`config.mk`:
```
export PLATFORM = sky130hd
export DESIGN_NAME = slaac_cell
export DESIGN_NICKNAME = d
export VERILOG_FILES = /design/src/rtl/slaac_pkg.sv /design/src/rtl/slaac_cell.sv
export SDC_FILE = /design/constraint.sdc
export NUM_CORES = 1
export LEC_CHECK = 0
export ABC_AREA = 1
export ABC_CLOCK_PERIOD_IN_PS = 2300
export BUFFER_PORTS_ARGS = -buffer_cell sky130_fd_sc_hd__buf_2
export CORE_AREA = 3 3 340 342
export CTS_CLUSTER_DIAMETER = 50
export DETAILED_ROUTE_END_ITERATION = 8
export DIE_AREA = 0 0 343 345
export GPL_TIMING_DRIVEN = 0
export SYNTH_ARGS = -nofsm -noshare
export SYNTH_HDL_FRONTEND = slang
export SYNTH_SLANG_ARGS = --single-unit
```
`constraint.sdc`:
```
create_clock -name aclk -period 2.3 [get_ports aclk]
set_input_delay 0 -clock aclk [delete_from_list [all_inputs] [get_ports aclk]]
set_output_delay 0 -clock aclk [all_outputs]
set_load 0.02 [all_outputs]
```
`src/rtl/slaac_pkg.sv`:
```
// shared types and constants for the address autoconfiguration table
package slaac_pkg;

    localparam logic [2:0] CMD_LINK_LOCAL = 3'd0;
    localparam logic [2:0] CMD_PREFIX_IN  = 3'd1;
    localparam logic [2:0] CMD_FIND       = 3'd2;
    localparam logic [2:0] CMD_GET        = 3'd3;
    localparam logic [2:0] CMD_REMOVE     = 3'd4;
    localparam logic [2:0] CMD_TICK       = 3'd5;

    localparam logic [1:0] ST_OK   = 2'd0;
    localparam logic [1:0] ST_ERR  = 2'd1;
    localparam logic [1:0] ST_BUSY = 2'd2;

    localparam logic [1:0] AS_FREE = 2'd0;
    localparam logic [1:0] AS_PREF = 2'd1;
    localparam logic [1:0] AS_DEPR = 2'd2;

    localparam logic [2:0] EV_NONE        = 3'd0;
    localparam logic [2:0] EV_CREATED     = 3'd1;
    localparam logic [2:0] EV_UPDATED     = 3'd2;
    localparam logic [2:0] EV_IGNORED     = 3'd3;
    localparam logic [2:0] EV_DEPRECATED  = 3'd4;
    localparam logic [2:0] EV_INVALIDATED = 3'd5;

    localparam logic [31:0] LIFE_INF     = 32'hFFFF_FFFF;
    localparam logic [63:0] TWO_HOURS_MS = 64'd7200000;
    localparam logic [63:0] LL_HIGH      = 64'hFE80_0000_0000_0000;
    localparam logic [7:0]  LL_LEN       = 8'd10;

    localparam logic [0:0] REG_IID    = 1'd0;
    localparam logic [0:0] REG_ID_LEN = 1'd1;

    // contents of one table slot
    typedef struct packed {
        logic        used;
        logic [63:0] addr_high;
        logic [63:0] addr_low;
        logic [7:0]  plen;
        logic [1:0]  state;
        logic [63:0] vdl;
        logic [63:0] pdl;
        logic [1:0]  inf;
    } slot_t;

    // key and control broadcast to all cells
    typedef struct packed {
        logic [63:0] key_high;
        logic [63:0] key_low;
        logic        by_prefix;
        logic [7:0]  plen;
        logic [63:0] mask_high;
        logic [63:0] mask_low;
        logic [63:0] now;
    } probe_t;

    // match flags that a cell reports to the scan
    typedef struct packed {
        logic hit;
        logic free;
        logic due_inv;
        logic due_dep;
    } flags_t;

    typedef enum logic [2:0] {
        S_IDLE,
        S_SCAN,
        S_ACT,
        S_COUNT,
        S_OUT
    } fsm_t;

    // leading-ones mask of a 64-bit half
    function automatic logic [63:0] lead_mask(input logic [7:0] bits);
        logic [63:0] m;
        m = '0;
        if (bits >= 8'd64) m = '1;
        else if (bits != 8'd0) m = ~(64'hFFFF_FFFF_FFFF_FFFF >> bits[5:0]);
        return m;
    endfunction

endpackage

```
`src/rtl/slaac_cell.sv`:
```
// one table slot: holds its entry, compares it against the probe, reports its match flags
module slaac_cell (
    input  logic            aclk,
    input  logic            aresetn,
    input  slaac_pkg::probe_t probe,
    input  logic            wr_en,
    input  slaac_pkg::slot_t  wr_data,
    output slaac_pkg::slot_t  slot,
    output slaac_pkg::flags_t flags
);
    slaac_pkg::slot_t slot_reg;
    logic amatch;

    // slot storage, cleared at reset
    always_ff @(posedge aclk) begin
        if (!aresetn) begin
            slot_reg <= '0;
        end else if (wr_en) begin
            slot_reg <= wr_data;
        end
    end

    // compare against the key, by full address or masked prefix
    always_comb begin
        amatch = (((slot_reg.addr_high ^ probe.key_high) & probe.mask_high) == 64'd0)
              && (((slot_reg.addr_low ^ probe.key_low) & probe.mask_low) == 64'd0)
              && (!probe.by_prefix || slot_reg.plen == probe.plen);
        flags.hit     = slot_reg.used && amatch;
        flags.free    = !slot_reg.used;
        flags.due_inv = slot_reg.used && !slot_reg.inf[0] && probe.now >= slot_reg.vdl;
        flags.due_dep = slot_reg.used && slot_reg.state == slaac_pkg::AS_PREF
                     && !slot_reg.inf[1] && probe.now >= slot_reg.pdl;
    end

    assign slot = slot_reg;
endmodule

```
-- Yosys cells after proc, flatten, opt, wreduce, memory -nomap -nowiden
Cells that the tools add are included.
- register bits: 269
- output and inout bits: 273
- magnitude comparators: 2
- equal/unequal tests: 2
- bitwise logic cells: 4
- reductions and logical operators: 15
- operator list (operator ; count):
    $and A64 B64 Y64 ; 2
    $ge A64 B64 Y1 ; 2
    $logic_not A64 Y1 ; 2
    $xor A64 B64 Y64 ; 2
    $eq A8 B8 Y1 ; 1
    $logic_and A1 B1 Y1 ; 8
    $logic_not A1 Y1 ; 4
    $eq A2 B1 Y1 const B ; 1
    $logic_or A1 B1 Y1 ; 1

-- Longest topological paths before layout
Gate-level depths: netlist (run 1).
- depth after elaboration: 6
- mapped depth: 15

-- Least setup slack after synthesis (run 1)
OpenSTA, ideal clock, no wires.
- path kind: flip-flop to output port
- start: register slot_reg (netlist bit slot[33])
- end: output port flags[0] in the netlist's numbering
- arrival: 1.639 ns
- path slack: 0.661 ns
- cell stages (with the launch flop): 13
- buffers on the path: 0
- path through: dfxtp_1 > inv_1 > ha_1 > nand2_1 > nor2_2 > nand2_1 > nor2_2 > nand2_1 > nand2_1 > nor2_1 > nand2_1 > nand2_1 > a21oi_2
- RTL lines (item ; line ; source):
    start, declared ; slaac_cell.sv:11 ; slaac_pkg::slot_t slot_reg;
    start signal, assigned ; slaac_cell.sv:19 ; slot_reg <= wr_data;
    end, declared ; slaac_cell.sv:9 ; output slaac_pkg::flags_t flags

==> results.py, run 1 <==
metrics = {
    "worst_hold_path": {
        "hold_path.class": "primary input to flip-flop",
        "worstHoldStart": "aresetn",
    },
    "power": {
        "p_leak_nw": 12.63,
        "peakVddDrop_v": 0.0005061,
        "powerDensity_nw_per_um2": 664.9,
    },
    "logic_synthesis": {
        "yosys-top-cells-area": "dfxtp_1 (37%), ha_1 (11%), o21ai_0 (9.9%), nand2_1 (8.6%), nor2_1 (8.4%)",
        "yosys-top-cells-count": "nand2_1 (336), nor2_1 (329), o21ai_0 (290), dfxtp_1 (269), inv_1 (224)",
        "synth_top_area_share": 0.3666,
        "yosysUniqueCellTypes": 26,
        "yosys_warnings": 0,
        "synth.most_common_cell": "nand2_1",
        "yosysTopAreaCell": "dfxtp_1",
        "seq_area_frac_synth": 0.3666,
        "synthCells": 2121,
        "synth_seq_cells": 269,
        "syn_area_um2": 14690,
        "async_reset_ff_frac": 0,
        "synth_area_per_cell_um2": 6.926,
        "syn-num-nets": 2850,
        "synth_edf_count": 0,
        "ys.flop_type": "dfxtp_1",
    },
    "detailed_routing": {
        "vias_per_cell": 4.018,
        "drt_iter0_drc": 1259,
        "detail-route-antenna-nets": 0,
        "drt_wl_total_um": 101400,
        "drtPass1Iterations": 7,
        "drc_errors": 0,
        "via_count": 19690,
        "wl_per_cell_um": 20.70,
    },
    "cells_and_area": {
        "area_growth_pct": 78.50,
        "final_layout_size_suffix_gt1_frac": 0.3288,
        "final_nets": 4073,
        "register_area_um2": 5415,
        "multiInputGateArea_um2": 8366,
        "final_cells": 4901,
        "largest_register_ffs": 269,
        "final_cell_area_um2": 26220,
        "nFillCells": 12620,
    },
    "floorplanning": {
        "dieWidth_um": 343,
        "core-area_um2": 112700,
        "die_h_um": 345,
        "ioPinCount": 874,
        "start_util": 0.1304,
        "dieArea_um2": 118300,
        "rows": 123,
    },
    "status": {
        "violations": "setup timing",
        "outcome": "complete, but fails checks",
    },
    "clock_network": {
        "clk_transition_reported_paths_ns": 0.05,
        "cts_tree": "built",
        "h-tree-depth": 2,
        "cts_made_buffers": 52,
        "cts-root-buf": "clkbuf_16",
        "clkSinkCount": 269,
        "clockBufferDepth": 3,
        "insertion_delay_ns": 0.62,
    },
    "global_route": {
        "grt_max_degree": 16,
        "grt_pass1_vias": 19530,
        "grt_pass1_wl_um": 138300,
        "grt_use_total": 0.1627,
        "grt-ovfl-total": 0,
        "antenna_found_initial": 29,
    },
    "worst_setup_path": {
        "reg2reg_from": "slot[142]",
        "crit_type": "flip-flop to primary output",
        "critical_path_peak_fanout": 3,
        "crit_path_end_kind": "primary output",
        "critPathLaunch": "slot[65]",
        "start_kind": "flip-flop",
        "cp_data_required_time_ns": 2.30,
        "cp.arrival_ns": 2.56,
    },
    "placed_design": {
        "dp_hpwl_um": 84530,
        "place_inst": 4492,
        "routabilityCongestion": 0.9305,
        "port_buffers": 871,
        "placed_area_um2": 20930,
    },
    "sta": {
        "hold_violations": 0,
        "rsz0062_at_grt": "true",
        "tns_ns": -0.7187,
        "slew_headroom": 0.2263,
        "setup_slack_ns": -0.2603,
        "worst_clock_skew_ns": 0,
        "slew_viol_final": 0,
        "tightest_slew_ns": 1.160,
        "fin_crit_ns": 2.560,
        "setup_viol": 3,
        "period_share": 1.113,
        "fmax_mhz": 390.6,
    },
    "flow_run": {
        "drv_cap": 0,
    },
}
-- report_power, final --
group | internal [mW] | total, mW | switching, mW
registers | 5.00 | 5.36 | 0.364
clock network | 4.97 | 8.15 | 3.19
logic | 1.62 | 3.91 | 2.30
total | 11.6 | 17.4 | 5.85
-- worst max-delay path, stage by stage, from the launching register on --
cell	delay [ns]
dfxtp_2	0.34
clkinvlp_4	0.10
buf_12	0.15
ha_4	0.26
nand4_1	0.15
nor2_2	0.17
nand3_2	0.14
nor2_1	0.13
nand2_1	0.09
nand2_1	0.08
nor2_2	0.05
a21oi_2	0.13
buf_6	0.15
-- layer usage --
layer,global-route usage,up-vias,routed length (um)
met5,0,-,75
met4,0.06129,12,3689
met3,0.03551,187,7592
met2,0.2579,873,44720
met1,0.2148,9161,45360
li1,-,9457,-
-- layout by cell type, fill, tap and decap left out, types with 31 or more instances in the layout --
| master | netlist | layout |
|---|---|---|
| inv_1 | 224 | 215 |
| a21oi_1 | 210 | 208 |
| nor2_1 | 329 | 307 |
| buf_2 | 36 | 904 |
| clkbuf_16 | 0 | 52 |
| clkbuf_1 | 39 | 42 |
| ha_1 | 128 | 121 |
| nand3_1 | 107 | 96 |
| nand4_1 | 31 | 31 |
| o21ai_0 | 290 | 287 |
| dlygate4sd3_1 | 0 | 290 |
| dfxtp_1 | 269 | 253 |
| or2_1 | 60 | 59 |
| nand2_1 | 336 | 325 |
-- stage by stage --
stage / worst slack (ns) / hold slack [ns] / power [mW] / util
after floorplan: 0.6614 / 0.1349 / 6.989 / -
after global placement: -0.1173 / 0.2211 / 8.786 / 0.1857
after detailed placement: -0.1334 / 0.2280 / 8.831 / 0.1857
after CTS: -0.3851 / 0.005028 / 17.62 / 0.2309
after global routing: -0.4137 / 0.02615 / 18.27 / 0.2326
final: -0.2603 / 0.02781 / 17.43 / 0.2328
-- timing repair --
item / in CTS / in global routing
pin swaps: 19 / 32
hold buffers: 290 / 0
endpoints found under the hold margin: 269 / 0
setup endpoints to repair: 3 / 3
gates cloned: 0 / 0
gates resized for setup: 77 / 35
setup buffers: 4 / 4
-- cell type report --
cell class                      count  area share
Multi-Input combinational cell   1538      0.3190
Timing Repair Buffer             1169      0.2815
Clock inverter                     39     0.01847
Tap cell                         1500     0.07158
Clock buffer                       59     0.05216
Buffer                             89     0.01646
Inverter                          225     0.03297
Antenna cell                       13    0.001241
Sequential cell                   269      0.2065
-- path summary, 6_finish.rpt --
check	depth (start not counted)	to	slack, ns
setup / recovery	12	flags[0]	-0.26
hold / removal	4	slot[65]	0.03
setup reg to reg	3	slot[142]	0.92
hold reg to reg	2	slot[123]	0.47
-- cell families after synthesis --
logic type	after synthesis	synth area share
flops	269	0.3666
buf+inv	314	0.08705
compound gates	525	0.1813
fa+ha+maj	128	0.1090
simple gates	874	0.2495
xor+xnor	11	0.006559
Note: power is estimated with default switching activity, not from simulation.
==> inputs of run 2 (changes only) <==
Settings changed: ABC_CLOCK_PERIOD_IN_PS 2300 to 2800, CORE_AREA 3 3 340 342 to 3 3 335 337, DIE_AREA 0 0 343 345 to 0 0 338 340.
Clock period 2.3 ns to 2.8 ns, I/O delays scaled along.
==> run 2 against run 1 <==
Net effect: the run now ends clean; routed wire length grew 2.0%; global-route usage up 0.80 points; final cell count is 0.47% lower; worst setup slack gained 0.42 ns; die area shrank 2.9%; non-clock buffer count fell by 6; combinational power shrank 19%; critical path depth down 3; hold slack improved by 0.016 ns; first-iteration DRC count shrank 19%; via count up 0.21%; critical endpoint is now flags[1].
==> results.py, run 2 (synthesis gave the netlist of run 1 again) <==
metrics = {
    "worst_hold_path": {
        "hold_path.class": "primary input to flip-flop",
    },
    "cells_and_area": {
        "largest_register_ffs": 269,
        "final_layout_size_suffix_gt1_frac": 0.3125,
        "mostFrequentLayoutCell": "buf_2",
        "area_growth_pct": 75.26,
        "final_nets": 4067,
        "final_cell_mix": "buf_2 (905), nand2_1 (334), nor2_1 (322)",
    },
    "sta": {
        "period_share": 0.9444,
        "fmax_mhz": 378.2,
        "slew_viol_final": 0,
        "slew_headroom": 0.3403,
        "tightest_slew_ns": 0.9793,
        "fin_crit_ns": 2.644,
        "worst_clock_skew_ns": 0,
        "fin_hold_ws_ns": 0.04365,
        "tns_ns": 0,
        "hold_violations": 0,
        "setup_viol": 0,
        "setup_slack_ns": 0.1555,
    },
    "clock_network": {
        "cts-root-buf": "clkbuf_16",
        "cts_tree": "built",
        "clk_transition_reported_paths_ns": 0.05,
        "h-tree-depth": 2,
        "clkSinkCount": 269,
        "insertion_delay_ns": 0.59,
        "cts_made_buffers": 52,
        "clockBufferDepth": 3,
    },
    "worst_setup_path": {
        "cp.arrival_ns": 2.64,
        "start_kind": "flip-flop",
        "critical_path_peak_fanout": 3,
        "crit_type": "flip-flop to primary output",
        "crit_path_end_kind": "primary output",
        "cp_data_required_time_ns": 2.80,
    },
    "detailed_routing": {
        "drt_iter0_drc": 1021,
        "drt_wl_total_um": 103500,
        "detail-route-antenna-nets": 0,
        "drc_errors": 0,
        "via_count": 19730,
        "highest_layer": "met5",
        "wl_met2_um": 44640,
        "routed-wl-met3_um": 8696,
        "wl_per_cell_um": 21.22,
        "vias_per_cell": 4.045,
        "met1_length_um": 45450,
        "drtPass1Iterations": 5,
    },
    "placed_design": {
        "routabilityCongestion": 0.9425,
        "port_buffers": 871,
        "dp_hpwl_um": 85910,
        "post-place-ws_ns": 0.2014,
    },
    "global_route": {
        "grt_max_degree": 14,
        "grt_use_total": 0.1707,
        "grt_pass1_vias": 19150,
        "antenna_found_initial": 32,
        "grt-ovfl-total": 0,
        "grt_pass1_wl_um": 138400,
    },
    "floorplanning": {
        "die_h_um": 340,
        "core-area_um2": 109200,
        "start_util": 0.1346,
        "dieWidth_um": 338,
        "ioPinCount": 874,
        "dieArea_um2": 114900,
        "rows": 121,
    },
    "power": {
        "p_leak_nw": 12.49,
        "peakVddDrop_v": 0.0003937,
        "powerDensity_nw_per_um2": 537.4,
    },
    "status": {
        "outcome": "finished clean",
    },
    "flow_run": {
        "drv_cap": 0,
    },
}
==> run 2: changes by cell type in the layout (fill, tap and decap cells not counted), moves of 5 or more <==
| cell | before | now |
|---|---|---|
| ha_4 | 7 | 2 |
| nor2_1 | 307 | 322 |
| inv_1 | 215 | 221 |
| nor2_4 | 8 | 1 |
| nand3_1 | 96 | 102 |
| ha_1 | 121 | 126 |
| diode_2 | 13 | 23 |
| nand2_1 | 325 | 334 |
| nand2_2 | 11 | 2 |
| nor2_2 | 16 | 8 |
| dfxtp_1 | 253 | 259 |
| clkinv_4 | 12 | 6 |
==> run 2: area by class of cell <==
type | count | area (um^2)
clock buffers | 67 | 1460
flip-flops and latches | 269 | 5400
well taps | 1476 | 1847
clock inverters | 28 | 260.3
plain buffers | 89 | 432.9
multi-input cells | 1538 | 8133
fillers | 12140 | 83410
diodes | 23 | 57.56
inverters | 225 | 857.1
repair buffers | 1163 | 7297
==> run 2: final timing paths <==
| path | end | slack (ns) | cells past startpoint | from |
|---|---|---|---|---|
| min | slot[201] | 0.04 | 4 | aresetn |
| max | flags[1] | 0.16 | 9 | slot[129] |
| max reg2reg | slot[142] | 1.34 | 3 | slot[142] |
| min reg2reg | slot[49] | 0.48 | 2 | slot[49] |
==> run 2: timing repair <==
action,CTS,global route
gates cloned,0,0
hold buffers,288,0
endpoints found under the setup margin,2,3
buffers inserted,0,4
pin swaps,2,8
hold endpoints to repair,267,0
resized for setup,19,26
==> run 2: per-stage QoR <==
step	instances	cell area, um^2	power (mW)	utilization
after global placement	4468	20900	7.234	0.1914
after floorplan	2121	14690	5.741	-
after global routing	4866	25710	14.50	0.2356
after CTS	4851	25550	14.00	0.2341
after detailed placement	4468	20900	7.264	0.1914
final	4878	25740	13.83	0.2359
==> run 2: worst max-delay path, stage by stage, from the launching register on <==
cell and delay, ns:
dfxtp_1 0.37, inv_4 0.09, ha_4 0.28, nand4_1 0.14, nor2_2 0.20, nand3_2 0.15, nor3_4 0.37, nand2_2 0.09
a21oi_2 0.19, buf_6 0.15
==> run 2: power by group <==
| part | internal, mW | switching (mW) |
|---|---|---|
| sequential | 4.11 | 0.302 |
| combinational | 1.29 | 1.88 |
| clock | 3.88 | 2.37 |
==> run 2: routing by layer <==
layer,GRT usage,vias to the layer above
met3,0.04379,219
met1,0.2218,9128
li1,-,9449
met4,0.07410,12
met2,0.2655,923
met5,0,-
